==> config.mk <==
export PLATFORM = sky130hd
export DESIGN_NAME = password_door_lock_controller
export DESIGN_NICKNAME = d
export VERILOG_FILES = /design/src/hw/rtl/pdlc_pkg.sv /design/src/hw/rtl/password_door_lock_controller.sv
export VERILOG_INCLUDE_DIRS = /design/src /design/src/hw/rtl
export SDC_FILE = /design/constraint.sdc
export NUM_CORES = 1
export LEC_CHECK = 0
export ABC_AREA = 1
export ABC_CLOCK_PERIOD_IN_PS = 3500
export BUFFER_PORTS_ARGS = -buffer_cell sky130_fd_sc_hd__buf_2
export CAP_MARGIN = 25
export CORE_MARGIN = 2
export CORE_UTILIZATION = 30
export DETAILED_ROUTE_END_ITERATION = 12
export PLACE_DENSITY_LB_ADDON = 0.05
export RECOVER_POWER = 50
export SLEW_MARGIN = 20
export SYNTH_ARGS = -nofsm -noshare
export SYNTH_HDL_FRONTEND = slang
export SYNTH_SLANG_ARGS = --single-unit
==> constraint.sdc <==
create_clock -name i_clk -period 3.5 [get_ports i_clk]
set_input_delay 0.35 -clock i_clk [delete_from_list [all_inputs] [get_ports i_clk]]
set_output_delay 0.35 -clock i_clk [all_outputs]
set_load 0.05 [all_outputs]
==> src/hw/rtl/assert_macros.svh <==
// ----------------------------------------------------------------------------
// assert_macros.svh
// Assertion macros shared by the RTL; compiled out when ASSERT_OFF is defined.
// ----------------------------------------------------------------------------
`ifndef ASSERT_MACROS_SVH
`define ASSERT_MACROS_SVH

`ifndef ASSERT_OFF
// Property must hold at every clock edge outside reset.
`define ASSERT_CHK(lbl, clk, rst_n, prop) \
    lbl: assert property (@(posedge clk) disable iff (!rst_n) (prop)) \
        else $error("assertion failed");
// Expression must never be true outside reset.
`define ASSERT_NEVER(lbl, clk, rst_n, expr) \
    lbl: assert property (@(posedge clk) disable iff (!rst_n) !(expr)) \
        else $error("forbidden condition seen");
`else
`define ASSERT_CHK(lbl, clk, rst_n, prop)
`define ASSERT_NEVER(lbl, clk, rst_n, expr)
`endif

`endif

==> src/hw/rtl/pdlc_pkg.sv <==
// ----------------------------------------------------------------------------
// pdlc_pkg
// Types and codes of the password door lock controller.
// ----------------------------------------------------------------------------
package pdlc_pkg;

    // Input word
    typedef struct packed {
        logic [1:0]  mode;
        logic [39:0] password_first;
        logic [39:0] password_second;
        logic [1:0]  choice;
    } t_in_word;

    // Result word
    typedef struct packed {
        logic [1:0] reply;
        logic [1:0] motor_direction;
        logic [7:0] motor_speed;
        logic       alarm_sounding;
        logic       enrolled_flag;
    } t_out_word;

    // Door sequence
    typedef enum logic [1:0] {
        DOOR_IDLE   = 2'd0,
        DOOR_UNLOCK = 2'd1,
        DOOR_HOLD   = 2'd2,
        DOOR_LOCK   = 2'd3
    } t_door_phase;

    localparam int unsigned KEY_FIELD_BITS = 40;

    localparam logic [1:0] MODE_TICK    = 2'd0;
    localparam logic [1:0] MODE_ENROLL  = 2'd1;
    localparam logic [1:0] MODE_ATTEMPT = 2'd2;

    localparam logic [1:0] CHOICE_OPEN   = 2'd0;
    localparam logic [1:0] CHOICE_CHANGE = 2'd1;

    localparam logic [1:0] REPLY_NONE    = 2'd0;
    localparam logic [1:0] REPLY_CORRECT = 2'd1;
    localparam logic [1:0] REPLY_WRONG   = 2'd2;
    localparam logic [1:0] REPLY_REPEAT  = 2'd3;

    localparam logic [1:0] DIR_STOP   = 2'd0;
    localparam logic [1:0] DIR_UNLOCK = 2'd1;
    localparam logic [1:0] DIR_LOCK   = 2'd2;

    localparam logic [7:0] SPEED_STOP   = 8'd0;
    localparam logic [7:0] SPEED_UNLOCK = 8'd150;
    localparam logic [7:0] SPEED_LOCK   = 8'd100;

    // Register indexes (byte address = 4 * index)
    localparam logic [1:0] REG_UNLOCK_TICKS  = 2'd0;
    localparam logic [1:0] REG_HOLD_TICKS    = 2'd1;
    localparam logic [1:0] REG_ALARM_TICKS   = 2'd2;
    localparam logic [1:0] REG_ATTEMPT_LIMIT = 2'd3;

    localparam logic [7:0] RST_UNLOCK_TICKS  = 8'd15;
    localparam logic [7:0] RST_HOLD_TICKS    = 8'd3;
    localparam logic [7:0] RST_ALARM_TICKS   = 8'd60;
    localparam logic [2:0] RST_ATTEMPT_LIMIT = 3'd3;

    // A zero tick count or limit behaves as one.
    function automatic logic [7:0] at_least_one8(input logic [7:0] v);
        return (v == 8'd0) ? 8'd1 : v;
    endfunction

    function automatic logic [2:0] at_least_one3(input logic [2:0] v);
        return (v == 3'd0) ? 3'd1 : v;
    endfunction

endpackage

==> src/hw/rtl/password_door_lock_controller.sv <==
// ----------------------------------------------------------------------------
// password_door_lock_controller
// Password enrollment and checking, timed door motor sequence and alarm.
// ----------------------------------------------------------------------------
// Usage:
//   Input channel (i_in_valid / o_in_ready / i_in_word) takes one word per
//   event: a tick, an enroll pair or an entry attempt. Output channel
//   (o_out_valid / i_out_ready / o_out_word) returns exactly one result word
//   per input word, in order: the reply plus motor, buzzer and enrolled state
//   after the event.
//   A result is registered in the output register, else in the skid register.
//   Throughput: one word per cycle while o_in_ready is high; all work is a
//   single compare plus counter updates between the input handshake and
//   the output register. A two-entry output stage (output register plus
//   skid register) lets the block take one more word while a result waits;
//   o_in_ready drops only while the skid register is full, and comes back
//   the cycle after the receiver takes a word.
//   Reset (synchronous, active low) clears enrollment, counters, door and
//   alarm state and both output entries, and loads the register defaults:
//   unlock 15, hold 3, alarm 60 ticks, attempt limit 3.
//   APB registers at byte offsets 0x0, 0x4, 0x8, 0xC; write only while idle.
// ----------------------------------------------------------------------------
`include "assert_macros.svh"

module password_door_lock_controller #(
    parameter int PASSWORD_LENGTH = 5   // key bytes compared, 1..5; larger values compare 5
) (
    input  logic                 i_clk,
    input  logic                 i_rst_n,
    // input channel
    input  logic                 i_in_valid,
    output logic                 o_in_ready,
    input  pdlc_pkg::t_in_word   i_in_word,
    // output channel
    output logic                 o_out_valid,
    input  logic                 i_out_ready,
    output pdlc_pkg::t_out_word  o_out_word,
    // APB configuration port
    input  logic                 psel,
    input  logic                 penable,
    input  logic                 pwrite,
    input  logic [3:0]           paddr,
    input  logic [31:0]          pwdata,
    output logic [31:0]          prdata,
    output logic                 pready
);

    // Compared key bits: 8 per byte, capped at the 40-bit field.
    localparam int KEY_BITS = (8 * PASSWORD_LENGTH > pdlc_pkg::KEY_FIELD_BITS) ?
                              pdlc_pkg::KEY_FIELD_BITS : 8 * PASSWORD_LENGTH;

    // ---------------- configuration registers ----------------
    logic [7:0] r_unlock_ticks;
    logic [7:0] r_hold_ticks;
    logic [7:0] r_alarm_ticks;
    logic [2:0] r_attempt_limit;
    logic       cfg_wr;
    logic [1:0] cfg_idx;

    assign pready  = 1'b1;
    assign cfg_idx = paddr[3:2];
    assign cfg_wr  = psel && penable && pwrite;

    always_ff @(posedge i_clk) begin
        if (!i_rst_n) begin
            r_unlock_ticks  <= pdlc_pkg::RST_UNLOCK_TICKS;
            r_hold_ticks    <= pdlc_pkg::RST_HOLD_TICKS;
            r_alarm_ticks   <= pdlc_pkg::RST_ALARM_TICKS;
            r_attempt_limit <= pdlc_pkg::RST_ATTEMPT_LIMIT;
        end else if (cfg_wr) begin
            case (cfg_idx)
                pdlc_pkg::REG_UNLOCK_TICKS:  r_unlock_ticks  <= pwdata[7:0];
                pdlc_pkg::REG_HOLD_TICKS:    r_hold_ticks    <= pwdata[7:0];
                pdlc_pkg::REG_ALARM_TICKS:   r_alarm_ticks   <= pwdata[7:0];
                pdlc_pkg::REG_ATTEMPT_LIMIT: r_attempt_limit <= pwdata[2:0];
                default: ;
            endcase
        end
    end

    always_comb begin
        case (cfg_idx)
            pdlc_pkg::REG_UNLOCK_TICKS:  prdata = {24'd0, r_unlock_ticks};
            pdlc_pkg::REG_HOLD_TICKS:    prdata = {24'd0, r_hold_ticks};
            pdlc_pkg::REG_ALARM_TICKS:   prdata = {24'd0, r_alarm_ticks};
            pdlc_pkg::REG_ATTEMPT_LIMIT: prdata = {29'd0, r_attempt_limit};
            default:                     prdata = 32'd0;
        endcase
    end

    // ---------------- lock state ----------------
    logic                  r_enrolled,     n_enrolled;
    logic [KEY_BITS-1:0]   r_stored_pw,    n_stored_pw;   // no reset, read only once enrolled
    logic [2:0]            r_miss_count,   n_miss_count;
    pdlc_pkg::t_door_phase r_door_phase,   n_door_phase;
    logic [7:0]            r_door_timer,   n_door_timer;
    logic                  r_alarm_active, n_alarm_active;
    logic [7:0]            r_alarm_timer,  n_alarm_timer;

    // ---------------- output stage ----------------
    logic                  r_out_valid;
    logic                  r_skid_valid;
    pdlc_pkg::t_out_word   r_out_word;
    pdlc_pkg::t_out_word   r_skid_word;
    pdlc_pkg::t_out_word   n_result;

    logic                  in_acc;
    logic                  out_take;

    assign o_in_ready  = !r_skid_valid;
    assign in_acc      = i_in_valid && o_in_ready;
    assign out_take    = r_out_valid && i_out_ready;
    assign o_out_valid = r_out_valid;
    assign o_out_word  = r_out_word;

    // Per-word next state and result; the state only moves on accept.
    always_comb begin
        logic [1:0] reply;
        logic [7:0] door_dec;
        logic [7:0] alarm_dec;
        logic [2:0] miss_next;
        logic       pw_match;
        logic       key_eq;

        n_enrolled     = r_enrolled;
        n_stored_pw    = r_stored_pw;
        n_miss_count   = r_miss_count;
        n_door_phase   = r_door_phase;
        n_door_timer   = r_door_timer;
        n_alarm_active = r_alarm_active;
        n_alarm_timer  = r_alarm_timer;
        reply          = pdlc_pkg::REPLY_NONE;

        door_dec  = (r_door_timer != 8'd0) ? r_door_timer - 8'd1 : 8'd0;
        alarm_dec = (r_alarm_timer != 8'd0) ? r_alarm_timer - 8'd1 : 8'd0;
        miss_next = r_miss_count + 3'd1;   // wraps to zero like the 3-bit count
        key_eq    = (i_in_word.password_first[KEY_BITS-1:0] ==
                     i_in_word.password_second[KEY_BITS-1:0]);
        pw_match  = (i_in_word.password_first[KEY_BITS-1:0] == r_stored_pw);

        case (i_in_word.mode)
            pdlc_pkg::MODE_TICK: begin
                if (r_door_phase != pdlc_pkg::DOOR_IDLE) begin
                    n_door_timer = door_dec;
                    if (door_dec == 8'd0) begin
                        case (r_door_phase)
                            pdlc_pkg::DOOR_UNLOCK: begin
                                n_door_phase = pdlc_pkg::DOOR_HOLD;
                                n_door_timer = pdlc_pkg::at_least_one8(r_hold_ticks);
                            end
                            pdlc_pkg::DOOR_HOLD: begin
                                n_door_phase = pdlc_pkg::DOOR_LOCK;
                                n_door_timer = pdlc_pkg::at_least_one8(r_unlock_ticks);
                            end
                            default: begin
                                n_door_phase = pdlc_pkg::DOOR_IDLE;
                            end
                        endcase
                    end
                end
                if (r_alarm_active) begin
                    n_alarm_timer = alarm_dec;
                    if (alarm_dec == 8'd0) begin
                        n_alarm_active = 1'b0;
                    end
                end
            end
            pdlc_pkg::MODE_ENROLL: begin
                if (!r_enrolled) begin
                    if (key_eq) begin
                        n_stored_pw = i_in_word.password_first[KEY_BITS-1:0];
                        n_enrolled  = 1'b1;
                        reply       = pdlc_pkg::REPLY_CORRECT;
                    end else begin
                        reply = pdlc_pkg::REPLY_WRONG;
                    end
                end
            end
            pdlc_pkg::MODE_ATTEMPT: begin
                if (r_enrolled) begin
                    if (pw_match) begin
                        reply        = pdlc_pkg::REPLY_CORRECT;
                        n_miss_count = 3'd0;
                        if (i_in_word.choice == pdlc_pkg::CHOICE_OPEN) begin
                            // restarts the sequence even mid-motion
                            n_door_phase = pdlc_pkg::DOOR_UNLOCK;
                            n_door_timer = pdlc_pkg::at_least_one8(r_unlock_ticks);
                        end else if (i_in_word.choice == pdlc_pkg::CHOICE_CHANGE) begin
                            n_enrolled = 1'b0;
                        end
                    end else if (miss_next == 3'd0 ||
                                 miss_next >= pdlc_pkg::at_least_one3(r_attempt_limit)) begin
                        reply          = pdlc_pkg::REPLY_WRONG;
                        n_alarm_active = 1'b1;
                        n_alarm_timer  = pdlc_pkg::at_least_one8(r_alarm_ticks);
                        n_miss_count   = 3'd0;
                    end else begin
                        reply        = pdlc_pkg::REPLY_REPEAT;
                        n_miss_count = miss_next;
                    end
                end
            end
            default: ;   // unused mode: no change, no time passes
        endcase

        n_result.reply = reply;
        case (n_door_phase)
            pdlc_pkg::DOOR_UNLOCK: begin
                n_result.motor_direction = pdlc_pkg::DIR_UNLOCK;
                n_result.motor_speed     = pdlc_pkg::SPEED_UNLOCK;
            end
            pdlc_pkg::DOOR_LOCK: begin
                n_result.motor_direction = pdlc_pkg::DIR_LOCK;
                n_result.motor_speed     = pdlc_pkg::SPEED_LOCK;
            end
            default: begin
                n_result.motor_direction = pdlc_pkg::DIR_STOP;
                n_result.motor_speed     = pdlc_pkg::SPEED_STOP;
            end
        endcase
        n_result.alarm_sounding = n_alarm_active;
        n_result.enrolled_flag  = n_enrolled;
    end

    // Door sequence state register
    always_ff @(posedge i_clk) begin
        if (!i_rst_n) begin
            r_door_phase <= pdlc_pkg::DOOR_IDLE;
        end else if (in_acc) begin
            r_door_phase <= n_door_phase;
        end
    end

    always_ff @(posedge i_clk) begin
        if (!i_rst_n) begin
            r_enrolled     <= 1'b0;
            r_miss_count   <= 3'd0;
            r_door_timer   <= 8'd0;
            r_alarm_active <= 1'b0;
            r_alarm_timer  <= 8'd0;
        end else if (in_acc) begin
            r_enrolled     <= n_enrolled;
            r_miss_count   <= n_miss_count;
            r_door_timer   <= n_door_timer;
            r_alarm_active <= n_alarm_active;
            r_alarm_timer  <= n_alarm_timer;
        end
    end

    always_ff @(posedge i_clk) begin
        if (in_acc) begin
            r_stored_pw <= n_stored_pw;
        end
    end

    // Output register plus skid: skid fills only when a word arrives while
    // the output register holds a word that is not taken.
    always_ff @(posedge i_clk) begin
        if (!i_rst_n) begin
            r_out_valid  <= 1'b0;
            r_skid_valid <= 1'b0;
        end else if (out_take) begin
            if (r_skid_valid) begin
                r_skid_valid <= 1'b0;
            end else begin
                r_out_valid <= in_acc;
            end
        end else if (in_acc) begin
            if (r_out_valid) begin
                r_skid_valid <= 1'b1;
            end else begin
                r_out_valid <= 1'b1;
            end
        end
    end

    always_ff @(posedge i_clk) begin
        if (out_take) begin
            if (r_skid_valid) begin
                r_out_word <= r_skid_word;
            end else if (in_acc) begin
                r_out_word <= n_result;
            end
        end else if (in_acc) begin
            if (r_out_valid) begin
                r_skid_word <= n_result;
            end else begin
                r_out_word <= n_result;
            end
        end
    end

    // ---------------- assertions ----------------
    `ASSERT_NEVER(a_skid_without_out, i_clk, i_rst_n, r_skid_valid && !r_out_valid)
    `ASSERT_CHK(a_door_timer_live, i_clk, i_rst_n,
        (r_door_phase != pdlc_pkg::DOOR_IDLE) |-> (r_door_timer != 8'd0))
    `ASSERT_CHK(a_alarm_timer_live, i_clk, i_rst_n,
        r_alarm_active |-> (r_alarm_timer != 8'd0))

endmodule
# Word-level counts from Yosys, hierarchy flattened
# Cells that the tools add are included.
[word_totals] reg_bits=120 in_bits=127 output_inout_bits=49 wordCells=142
[classes] add_sub_neg=3 order_cmp=1 eq_ne=21 mux=56 bitwise=3 reduce_logical=35
[op_table] operator="case mux 32 bit (4 select lines)" n=1
[op_table] operator="two-way mux 8 bit" n=14
[op_table] operator="== test 40 bit" n=2
[op_table] operator="two-way mux 14 bit" n=5
[op_table] operator="case mux 8 bit (2 select lines)" n=3
[op_table] operator="logical NOT 8 bit" n=5
[op_table] operator="case mux 10 bit (2 select lines)" n=1
[op_table] operator="two-way mux 2 bit" n=9
[op_table] operator="!= test 2 bit, second input constant" n=8
[op_table] operator="nonzero test 8 bit" n=2
[op_table] operator="subtractor 8 x 1 -> 8 bit, second input constant" n=2
[op_table] operator="two-way mux 1 bit" n=15
[op_table] operator="case mux 2 bit (2 select lines)" n=3
[op_table] operator="AND reduction 2 bit" n=6
[op_table] operator="AND reduction 6 bit" n=2
[op_table] operator="== test 2 x 1 -> 1 bit, second input constant" n=5
[op_table] operator="== test 2 bit, second input constant" n=5
[op_table] operator="two-way mux 3 bit" n=3
[op_table] operator="AND reduction 3 bit" n=3
[op_table] operator="nonzero test 2 bit" n=4
[op_table] operator="logical NOT 2 bit" n=3
[op_table] operator="logical NOT 3 bit" n=2
[op_table] operator="logical AND 1 bit" n=4
[op_table] operator="case mux 1 bit (2 select lines)" n=2
[op_table] operator="8 further kinds" n=10

# Logic depth before layout (Yosys ltp)
# Gate-level depths: netlist (run 1).
[logic_depth] word_depth=11 mapped_depth=17

# Least setup slack after synthesis (run 1)
# OpenSTA, ideal clock, no wires.
[synth_timing] path_type="in2reg" start="in i_in_word[43] (netlist name)" end="reg r_stored_pw[0], enable pin" setup_ps=437 arrival_time_ps=2779 path_slack_ps=284 cell_stages=7 path_buffers=0 cell_sequence="xor2_1 -> nor3_1 -> nand2_1 -> nor2_1 -> nand3_1 -> nand3b_1 -> nor2_1"
[synth_between] elab_chain_len=2
[synth_rtl] item="from (decl)" line_no="password_door_lock_controller.sv:33" text="input pdlc_pkg::t_in_word i_in_word,"
[synth_rtl] item="== test 40 bit" line_no="password_door_lock_controller.sv:137" text="key_eq = (i_in_word.password_first[KEY_BITS-1:0] =="
[synth_rtl] item="AND reduction 4 bit (no source line)"
[synth_rtl] item="to (signal assigned)" line_no="password_door_lock_controller.sv:252" text="r_stored_pw <= n_stored_pw;"
[synth_rtl] item="to (decl)" line_no="password_door_lock_controller.sv:93" text="logic [KEY_BITS-1:0] r_stored_pw, n_stored_pw;"
# No other way between the ends.
# A chain may end at the register's enable or synchronous reset.

# Worst setup path after layout (run 1)
[layout_timing] start="reg r_miss_count[0]" end="reg r_alarm_timer[6]"
[layout_between] elab_chain_len=5 elab_cells_between_ends=6
[layout_rtl] item="from (decl)" line_no="password_door_lock_controller.sv:94" text="logic [2:0] r_miss_count, n_miss_count;"
[layout_rtl] item="from (signal assigned)" line_no="password_door_lock_controller.sv:243" text="r_miss_count <= n_miss_count;"
[layout_rtl] item="adder 3 x 1 -> 3 bit *" line_no="password_door_lock_controller.sv:136" text="miss_next = r_miss_count + 3'd1;"
[layout_rtl] item="greater-or-equal comparator 3 bit / logical NOT 3 bit (equally long branches)" line_no="password_door_lock_controller.sv:192, password_door_lock_controller.sv:191"
[layout_rtl] item="logical OR 1 bit *" line_no="password_door_lock_controller.sv:191" text="end else if (miss_next == 3'd0 ||"
[layout_rtl] item="!= test 2 bit (no source line) *"
[layout_rtl] item="AND reduction 6 bit (no source line) *"
[layout_rtl] item="to (signal assigned)" line_no="password_door_lock_controller.sv:246" text="r_alarm_timer <= n_alarm_timer;"
[layout_rtl] item="to (decl)" line_no="password_door_lock_controller.sv:98" text="logic [7:0] r_alarm_timer, n_alarm_timer;"
# Mark *: on every way between the ends. The rest lies on a longest branch, timed or not.

==> summary.md, run 1 <==
| Metric | Value |
|---|---|
| Critical-path top delay cell | dfxtp_1 |
| PD cells | about 440 nW/um^2 |
| Final nets | 1120 |
| Cell Chain, Critical Path | ha_1 -> xnor2_1 -> inv_1 -> ha_1 -> a21oi_1 -> o211ai_1 -> a21oi_1 -> inv_1 -> nand2_1 -> nand2_1 -> nand2_4 -> a21oi_1 -> o21a_1 |
| Max Clock Skew | 0.00865 ns |
| CP most frequent cell | a21oi_1 |
| RSZ-0062 raised after global routing | false |
| DRT Pass-1 Iters | 5 |
| Synth cell types | 42 |
| Pre-CTS setup slack | 0.869 ns |
| Worst path max stage delay | between 0.3 and 0.4 ns |
| Leading area contributor after synthesis | edfxtp_1 |
| DP HPWL | around 13000 microns |
| Netlist Area Pre-Place | around 6500 sq um |
| Min Clock Period, post-route | 2.53 ns |
| Worst Tran Pin Value | around 0.9 ns |
| Share of layout cells above drive strength 1 | 0.128 |
| Gpl congestion | 0.752 |
| Register area share after synthesis | 0.407 |
| Final Worst Setup Slack | between 0.9 and 1 ns |
| Row count | 54 |
| # port buffers | ~120 |
| Initial DRC count | ~240 |
| Async set or reset register ratio after synthesis | 0 |
| WL per Instance | 13.4 microns |
| TNS Setup | 0 ns |
| Crit path arrival time | ~2.8 ns |
| Starting density of the core | 0.303 |
| Via Count | about 5500 |
| Routed Antenna Nets | 0 |
| Synth cell count leaders | nand2_1, inv_1, nor2_1 |
| Die area | about 23000 sq um |
| TritonCTS Buffers | 9 |
| Most common cell in the synthesized netlist | nand2_1 |
| Total global routing overflow | 0 |
| Post-CTS Setup Bufs | 0 |
| Mapped Avg Cell Area | 7.59 sq um |
| CORE AREA | about 22000 sq um |
| Root Driver | clkbuf_16 |
| Number of enable flip-flop cells after synthesis | between 50 and 60 |
| Max Clock Freq | approximately 400 MHz |
| DRC violations left | 0 |
| Final Cycle Share | 0.722 |
| Die X | about 150 microns |
| WP data required | between 3 and 4 ns |
| Crit Path Max Fanout | 16 |
| # H-tree levels | 3 |
| I/O pins | between 150 and 200 |
| Largest net degree at the start of global routing | between 40 and 50 |
| Lkg Pwr | roughly 3.4 nW |
| CTS Buffer Depth | 2 |
| CTS sink cnt | approximately 110 |
| Resized cells post-CTS | 0 |
| Ys flop type | edfxtp_1 |
| Hold Path Class | primary input to flop |
| Setup crit start kind | flop |
| Relative slew slack | 0.399 |
| Crit end category | flop |
| Initial antenna violation count | 0 |
| Largest cells by area after synthesis | edfxtp_1, dfxtp_1, nand2_1 |
| Clock-pin transition on the worst setup and hold timing paths | 0.08 ns |
| Number of global-route vias before repair | ~5300 |
| Syn Inst Count | roughly 860 |
| Flop and latch count out of synthesis | around 110 |
| Post-synth top area share | 0.248 |
| Final setup violation count | 0 |
| Final Max Slew Viols | 0 |
| Total Routed Length | 16900 microns |
| Worst vdd ir | between 0.0002 and 0.00025 V |
| Crit Path Class | flop to flop |
| Status | finished, final reports clean |
| Number of diodes | 0 |
| Final-report hold violation count | 0 |
| Worst-skew pair later-pin latency | 0.35 ns |
| Hold_buf cts | 0 |
| Warnings from Yosys | 0 |
| Max-cap violations | 0 |
| CTS tree | done |
| Routed vias/inst | roughly 4.4 |
| Global-route wire length before repair | 27300 microns |
| Die Ht | about 150 microns |
| Total Routing Usage GR | 0.153 |
| Layout area overhead | 16.3% |
## flip-flops by register name, summed over array words and instances, names as in the netlist
signal / count
r_stored_pw: 40
r_alarm_ticks: 8
r_alarm_timer: 8
r_door_timer: 8
r_hold_ticks: 8
r_unlock_ticks: 8
o_out_word: 7
r_skid_word: 7
r_attempt_limit: 3
r_miss_count: 3
r_door_phase: 2
o_out_valid: 1
r_alarm_active: 1
r_enrolled: 1
r_skid_valid: 1
## routing by layer
layer / vias to the layer above / routed length, microns / track usage
li1: 2945 / - / -
met1: 2453 / 8600 / 0.218
met3: 13 / 679 / 0.0168
met2: 100 / 7440 / 0.246
met4: 0 / 224 / 0.0421
met5: - / 0 / 0
## per-stage QoR
| stage | area, sq um | hold slack, ns | total power (W) | instances | util |
|---|---|---|---|---|---|
| 6_report | 7620 | 0.235 | 0.00333 | 1264 | 0.352 |
| 2_1_floorplan | 6640 | 0.445 | 0.00194 | 888 | - |
| 5_1_grt | 7620 | 0.263 | 0.00352 | 1264 | 0.352 |
| 4_1_cts | 7690 | 0.189 | 0.00339 | 1264 | 0.356 |
| 3_5_place_dp | 7330 | 0.477 | 0.00212 | 1248 | 0.339 |
| 3_3_place_gp | 7330 | 0.479 | 0.00212 | 1248 | 0.339 |
## layout make-up
| class | count | area [sq um] |
|---|---|---|
| clock buffers | 10 | 229 |
| clock inverters | 6 | 138 |
| fillers | 2397 | 14000 |
| inverters | 136 | 510 |
| multi-input cells | 601 | 3160 |
| flip-flops and latches | 106 | 2660 |
| well taps | 280 | 350 |
| repair buffers | 125 | 563 |
## cell usage in the layout, fill, tap and decap left out, types with 4 or more instances in the layout
cell and count:
edfxtp_1 54, clkbuf_1 57, xor2_1 28, nand2_1 208, o211ai_1 12, ha_1 14, nand4_1 12, or2_2 5
buf_2 66, conb_1 27, o221ai_1 5, dfxtp_1 52, inv_1 121, a21oi_2 4, a21oi_1 46, nor2_4 6
bufinv_16 4, clkbuf_16 9, o21ai_0 36, nor2_1 75, o21a_1 5, xnor2_1 30, nand3_1 29, nor3_1 7
o22ai_1 10, inv_2 13, nand2_2 7, o21ai_1 17
## cell families after synthesis
family | share of synthesized area
buf+inv | 0.125
mux | 0.00153
flops | 0.407
simple gates | 0.238
xor+xnor | 0.0776
fa+ha+maj | 0.0267
other cells | 0.00115
compound gates | 0.124
## power breakdown
| group | switching (W) | total, W | internal (W) | leakage [nW] |
|---|---|---|---|---|
| sequential | 0.0000184 | 0.00136 | 0.00134 | 0.915 |
| combinational | 0.000498 | 0.000711 | 0.000213 | 2.31 |
| clock | 0.000485 | 0.00126 | 0.000777 | 0.177 |
## final timing paths
kind	start	endpoint	slack, ns	cells after the start
max	r_miss_count[0]	r_alarm_timer[6]	0.97	13
min	i_in_word[49]	r_stored_pw[7]	0.23	1
min reg2reg	r_alarm_ticks[0]	r_alarm_ticks[0]	0.49	2
max reg2reg	r_miss_count[0]	r_alarm_timer[6]	0.97	13
## critical path, delay by kind of cell, from the launching register on
family	cells	cell delay (ns)
AOI/OAI and AO/OA	5	0.78
xor gates and xnor gates	1	0.18
adders and majority gates	2	0.53
buffers and inverters	2	0.18
DFF	1	0.36
and+or+nand+nor	3	0.38
No activity file was read; power rests on OpenSTA's default activity.
==> run 2: changes to the inputs <==
- ABC_CLOCK_PERIOD_IN_PS: 3500 -> 2600
- clock period: 3.5 -> 2.6 ns (I/O delays scaled with it)
==> run 2 against run 1 <==
  * Critical path depth is the same
  * Non-clock buffer count grew 5
  * Wire length shrank 1.4%
  * Clock power is essentially flat
  * Global-route usage shrank 0.66 points
  * Flip-flop and latch count is the same
  * Highest routed layer unchanged
==> summary.md, run 2 (same netlist as run 1, synthesis figures left out) <==
| Metric | Value |
|---|---|
| Status | finished, final reports clean |
| Crit Path Max Fanout | 15 (-1) |
| Relative slew slack | 0.423 (+0.0248) |
| Final Max Slew Viols | 0 (unchanged) |
| Setup crit start kind | flop |
| Most frequent cells in the layout | nand2_1, inv_1, nor2_1 |
| Die X | 152 microns (unchanged) |
| CTS Buffer Depth | 2 (unchanged) |
| Layout area overhead | 15.5% |
| Hold slack final | 0.156 ns (-0.0789 ns) |
| Number of diodes | 0 (unchanged) |
| Total Routing Usage GR | 0.146 (-0.00663) |
| DRC violations left | 0 (unchanged) |
| DRT Pass-1 Iters | 4 (-1) |
| Worst Tran Pin Value | 0.864 ns (-0.0372 ns) |
| Crit Path Class | flop to flop |
| RSZ-0062 raised after global routing | false |
| Non-Filler Instances | 1269 (+0.40%) |
| Gpl congestion | 0.769 (+2.2%) |
| Row count | 54 (unchanged) |
| Max FFs per register | 40 (unchanged) |
| Initial antenna violation count | 0 (unchanged) |
| Routed Antenna Nets | 0 (unchanged) |
| Max-cap violations | 0 (unchanged) |
| Max Clock Skew | 0.0111 ns (+0.00250 ns) |
| Die area | 23000 sq um (unchanged) |
| Starting density of the core | 0.303 (unchanged) |
| Routed vias/inst | 4.32 (-0.86%) |
| WL per Instance | 13.2 microns (-1.8%) |
| # port buffers | 122 (unchanged) |
| R2R setup slack | 0.23 ns (-0.74 ns) |
| Lkg Pwr | 3.37 nW (-1.1%) |
| PD cells | 538 nW/um^2 (+23%) |
| Commonest non-fill, non-tap cell in the layout | nand2_1 |
| Setup crit start | r_miss_count[0] |
| Kind of cell adding the most delay to the critical path | compound AO/OA/AOI/OAI gates |
| Initial DRC count | 261 (+7.0%) |
| Min Clock Period, post-route | 2.37 ns (-0.159 ns) |
| Via Count | 5485 (-0.47%) |
| Max Clock Freq | 422 MHz (+6.7%) |
| Largest net degree at the start of global routing | 41 (unchanged) |
| Global-route wire length before repair | 25900 microns (-5.1%) |
| Hold_buf cts | 0 (unchanged) |
| CP Capture Point | r_alarm_timer[6] |
| Clock-pin transition on the worst setup and hold timing paths | 0.07 ns (about the same) |
| Total global routing overflow | 0 (unchanged) |
| CTS tree | done |
| CORE AREA | 21600 sq um (unchanged) |
| Crit path arrival time | 2.62 ns (-0.16 ns) |
| Placed cells | 1252 (+0.32%) |
| CTS sink cnt | 106 (unchanged) |
| CP most frequent cell | a21oi_1 |
| Final setup violation count | 0 (unchanged) |
| Final Cycle Share | 0.911 (+0.189) |
| WP data required | 2.85 ns (-0.90 ns) |
| Root Driver | clkbuf_16 |
| Worst vdd ir | 0.000314 V (+32%) |
| Resized cells post-CTS | 0 (unchanged) |
| Number of global-route vias before repair | 5007 (-6.0%) |
| Crit end category | flop |
| Biggest register | r_stored_pw |
| Share of layout cells above drive strength 1 | 0.128 (+0.000364) |
| TritonCTS Buffers | 9 (unchanged) |
| Final-report hold violation count | 0 (unchanged) |
| Worst-skew pair later-pin latency | 0.36 ns (about the same) |
| WP depth | 13 (unchanged) |
| Critical-path top delay cell | dfxtp_1 |
| TNS Setup | 0 ns (unchanged) |
| Final nets | 1125 (+0.45%) |
| Post-CTS Setup Bufs | 0 (unchanged) |
| Critical R2R Capture | r_alarm_timer[6] |
| Hold Path Class | primary input to flop |
| Hold path startpoint | i_in_word[49] |
| Pwr Total | 0.00407 W (+22%) |
| Die Ht | 152 microns (unchanged) |
| # H-tree levels | 3 (unchanged) |
| I/O pins | 176 (unchanged) |
| Worst r2r path cells | 13 (unchanged) |
| Cell Chain, Critical Path | ha_1 -> xnor2_1 -> inv_1 -> ha_1 -> a21oi_1 -> o211ai_1 -> a21oi_1 -> inv_1 -> nand2_1 -> nand2_1 -> nand2_4 -> a21oi_1 -> o21a_1 |
| Crit path buffers/inverters | 2 (unchanged) |
| Worst reg2reg startpoint | r_miss_count[0] |
| Total Routed Length | 16700 microns (-1.4%) |
| Worst path max stage delay | 0.36 ns (about the same) |
| DP HPWL | 13000 microns (-0.66%) |
==> run 2: cell types whose count changed in the layout (fill, tap and decap cells not counted), moves of 2 or more <==
cell | previous run | this run
bufinv_16 | 4 | 0
clkbuf_1 | 57 | 60
buf_4 | 3 | 5
clkinv_1 | 2 | 4
clkinv_2 | 0 | 2
==> run 2: worst min-delay path by stage <==
stage	to	slack [ns]	cells past startpoint
after detailed placement	r_stored_pw[7]	0.48	1
after global placement	r_stored_pw[7]	0.47	1
after floorplan	r_stored_pw[0]	0.36	0
after global routing	r_stored_pw[7]	0.17	1
after CTS	r_stored_pw[7]	0.10	1
final	r_stored_pw[7]	0.16	1
==> run 2: worst register-to-register path, delay by kind of cell, from the launching register on <==
| family | cells | cell delay [ns] |
|---|---|---|
| flops | 1 | 0.36 |
| fa+ha+maj | 2 | 0.53 |
| buf+inv | 2 | 0.17 |
| compound gates | 5 | 0.68 |
| xor+xnor | 1 | 0.18 |
| simple gates | 3 | 0.35 |
==> run 2: where the power goes <==
part | switching [W] | total (W) | leakage (nW) | internal, W
clock network | 0.000640 | 0.00128 | 0.127 | 0.000644
registers | 0.0000250 | 0.00183 | 0.915 | 0.00180
logic | 0.000666 | 0.000957 | 2.33 | 0.000290
==> run 2: per-stage QoR <==
stage	cell area, sq um	setup slack, ns	utilization
after global placement	7370	0.274	0.341
final	7560	0.232	0.350
after detailed placement	7370	0.222	0.341
after CTS	7630	0.208	0.353
after floorplan	6650	0.0659	-
after global routing	7560	0.00476	0.350
==> run 2: area by class of cell <==
type | instances | area, sq um
inverter | 136 | 510
multi-input combinational | 601 | 3170
clock buffer | 10 | 229
timing repair buffer | 130 | 604
clock inverter | 6 | 33.8
sequential | 106 | 2660
tap | 280 | 350
fill | 2396 | 14100
==> run 2: per-layer routing <==
layer / part of all wire / global-route usage
met2: 0.43 / 0.229
met1: 0.51 / 0.211
met5: 0 / 0
met3: 0.046 / 0.0183
met4: 0.012 / 0.0421
==> run 3: changes to the inputs <==
- PLACE_DENSITY_LB_ADDON: 0.05 -> not set
==> run 3 against run 2 <==
  * Hold slack got worse by 0.013 ns
  * Clock-buffer cell count decreased by 1
  * Design area increased by 0.40%
  * Maximum frequency increased by 2.7%
  * First-iteration DRC count decreased by 6.5%
  * Clock power increased by 5%
  * Sequential share of layout area decreased by 0.14 points
  * Total power increased by 1.5%
  * Combinational power about the same
  * Wire length decreased by 6.3%
  * Largest power group unchanged
==> summary.md, run 3 (same netlist as run 1, synthesis figures left out) <==
| Metric | Value |
|---|---|
| Setup crit start | r_miss_count[0] |
| Gpl congestion | 0.825 (+7.3%) |
| CORE AREA | 21600 sq um (unchanged) |
| I/O pins | 176 (unchanged) |
| Max FFs per register | 40 (unchanged) |
| Biggest register | r_stored_pw |
| Final Max Slew Viols | 0 (unchanged) |
| Max-cap violations | 0 (unchanged) |
| # port buffers | 122 (unchanged) |
| R2R setup slack | 0.29 ns (+0.06 ns) |
| Final nets | 1125 (unchanged) |
| Critical R2R Capture | r_alarm_timer[1] |
| Worst path max stage delay | 0.35 ns (about the same) |
| Worst vdd ir | 0.000392 V (+25%) |
| Layout fillers | 2361 (-1.5%) |
| WL per Instance | 12.3 microns (-6.3%) |
| Root Driver | clkbuf_16 |
| Crit path buffers/inverters | 2 (unchanged) |
| Metal3 WL | 757 microns (-2.4%) |
| Starting density of the core | 0.303 (unchanged) |
| Via Count | 5578 (+1.7%) |
| Hold path startpoint | i_in_word[49] |
| Crit end category | flop |
| Row count | 54 (unchanged) |
| Dpl cell area | 7380 sq um (+0.10%) |
| Global-route wire length before repair | 24300 microns (-6.2%) |
| # H-tree levels | 3 (unchanged) |
| TritonCTS Buffers | 9 (unchanged) |
| Routed Antenna Nets | 0 (unchanged) |
| PD cells | 544 nW/um^2 (+1.1%) |
| Hold_buf cts | 0 (unchanged) |
| WP data required | 2.84 ns (about the same) |
| Min Clock Period, post-route | 2.31 ns (-0.0621 ns) |
| Relative slew slack | 0.453 (+0.0292) |
| Crit Path Class | flop to flop |
| Highest metal layer with signal wires | met4 |
| Crit Path Max Fanout | 16 (+1) |
| Non-Filler Instances | 1269 (unchanged) |
| Total Routed Length | 15700 microns (-6.3%) |
| Hold Path Class | primary input to flop |
| Initial antenna violation count | 0 (unchanged) |
| DRT Pass-1 Iters | 4 (unchanged) |
| Met1 Wirelength | 7580 microns (-11%) |
| Initial DRC count | 244 (-6.5%) |
| Share of layout cells above drive strength 1 | 0.128 (unchanged) |
| Max Clock Skew | 0.0129 ns (+0.00172 ns) |
| Routed vias/inst | 4.40 (+1.7%) |
| Max Clock Freq | 434 MHz (+2.7%) |
| Largest net degree at the start of global routing | 41 (unchanged) |
| Kind of cell adding the most delay to the critical path | compound AO/OA/AOI/OAI gates |
| Crit path arrival time | 2.55 ns (-0.07 ns) |
| Lkg Pwr | 3.36 nW (-0.12%) |
| Clock-pin transition on the worst setup and hold timing paths | 0.08 ns (about the same) |
| Placed cells | 1253 (+0.080%) |
| Final design area excluding fillers | 7590 sq um (+0.40%) |
| Die area | 23000 sq um (unchanged) |
| Commonest non-fill, non-tap cell in the layout | nand2_1 |
| Most frequent cells in the layout | nand2_1, inv_1, nor2_1 |
| CTS tree | done |
| Final Cycle Share | 0.887 (-0.0239) |
| Post-CTS Setup Bufs | 0 (unchanged) |
| Worst r2r path cells | 13 (unchanged) |
| Number of diodes | 0 (unchanged) |
| Layout area overhead | 15.9% |
| Status | finished, final reports clean |
| Met2 wire length | 7060 microns (-1.8%) |
| Die X | 152 microns (unchanged) |
| Hold Path Cell Cnt | 1 (unchanged) |
| Die Ht | 152 microns (unchanged) |
| Hold Crit Endpoint | r_stored_pw[7] |
| TNS Setup | 0 ns (unchanged) |
| Worst Tran Pin Value | 0.820 ns (-0.0437 ns) |
| DRC violations left | 0 (unchanged) |
| Final-report hold violation count | 0 (unchanged) |
| Cell Chain, Critical Path | ha_1 -> xnor2_2 -> inv_1 -> ha_1 -> a21oi_1 -> o211ai_1 -> a21oi_2 -> inv_1 -> nand2_1 -> nand2_1 -> nand2_4 -> a21oi_1 -> o21a_1 |
| CTS Buffer Depth | 2 (unchanged) |
| Setup crit start kind | flop |
| DP HPWL | 12200 microns (-6.1%) |
| Worst reg2reg startpoint | r_miss_count[0] |
| Worst-skew pair later-pin latency | 0.36 ns (about the same) |
| Critical-path top delay cell | dfxtp_1 |
| Number of global-route vias before repair | 4972 (-0.70%) |
| Total global routing overflow | 0 (unchanged) |
| RSZ-0062 raised after global routing | false |
| CTS sink cnt | 106 (unchanged) |
| Final setup violation count | 0 (unchanged) |
| Total Routing Usage GR | 0.135 (-0.0113) |
[run 3: changes by cell type in the layout (fill, tap and decap cells not counted), moves of 2 or more]
cell and change:
buf_2 -4, clkbuf_1 +3, inv_8 +3, clkinv_2 -2
[run 3: final cells by class]
class                   count  area [sq um]  area share
clock inverters             7          61.3     0.00808
repair buffers            130           599      0.0790
clock buffers               9           225      0.0297
multi-input cells         601          3180       0.419
inverters                 136           510      0.0672
flip-flops and latches    106          2660       0.351
well taps                 280           350      0.0462
[run 3: what timing repair did]
action / in CTS / in global routing
endpoints found under the setup margin: 0 / 3
gates resized for setup: 0 / 2
hold endpoints to repair: 0 / 0
[run 3: worst max path at each step]
stage | endpoint | slack (ns) | cells past startpoint
2_1_floorplan | r_stored_pw[0] | 0.07 | 4
3_3_place_gp | r_alarm_timer[2] | 0.33 | 13
3_5_place_dp | r_alarm_timer[1] | 0.29 | 13
4_1_cts | r_alarm_timer[1] | 0.27 | 13
5_1_grt | r_alarm_timer[2] | 0.04 | 13
6_report | r_alarm_timer[1] | 0.29 | 13
[run 3: stage by stage]
| stage | power (W) | setup slack [ns] | utilization | hold WS [ns] |
|---|---|---|---|---|
| 6_report | 0.00413 | 0.294 | 0.351 | 0.143 |
| 5_1_grt | 0.00436 | 0.0434 | 0.351 | 0.158 |
| 4_1_cts | 0.00420 | 0.267 | 0.354 | 0.0894 |
| 3_5_place_dp | 0.00284 | 0.287 | 0.341 | 0.471 |
| 3_3_place_gp | 0.00283 | 0.330 | 0.341 | 0.465 |
| 2_1_floorplan | 0.00261 | 0.0659 | - | 0.359 |
[run 3: power breakdown]
part	switching (W)	internal (W)
Combinational	0.000665	0.000290
Sequential	0.0000257	0.00180
Clock	0.000677	0.000670
Total	0.00137	0.00276
[run 3: per-layer routing]
layer	vias to the layer above	track usage
met2	137	0.221
met5	-	0
met4	0	0.0431
met3	15	0.0269
met1	2470	0.179
li1	2956	-
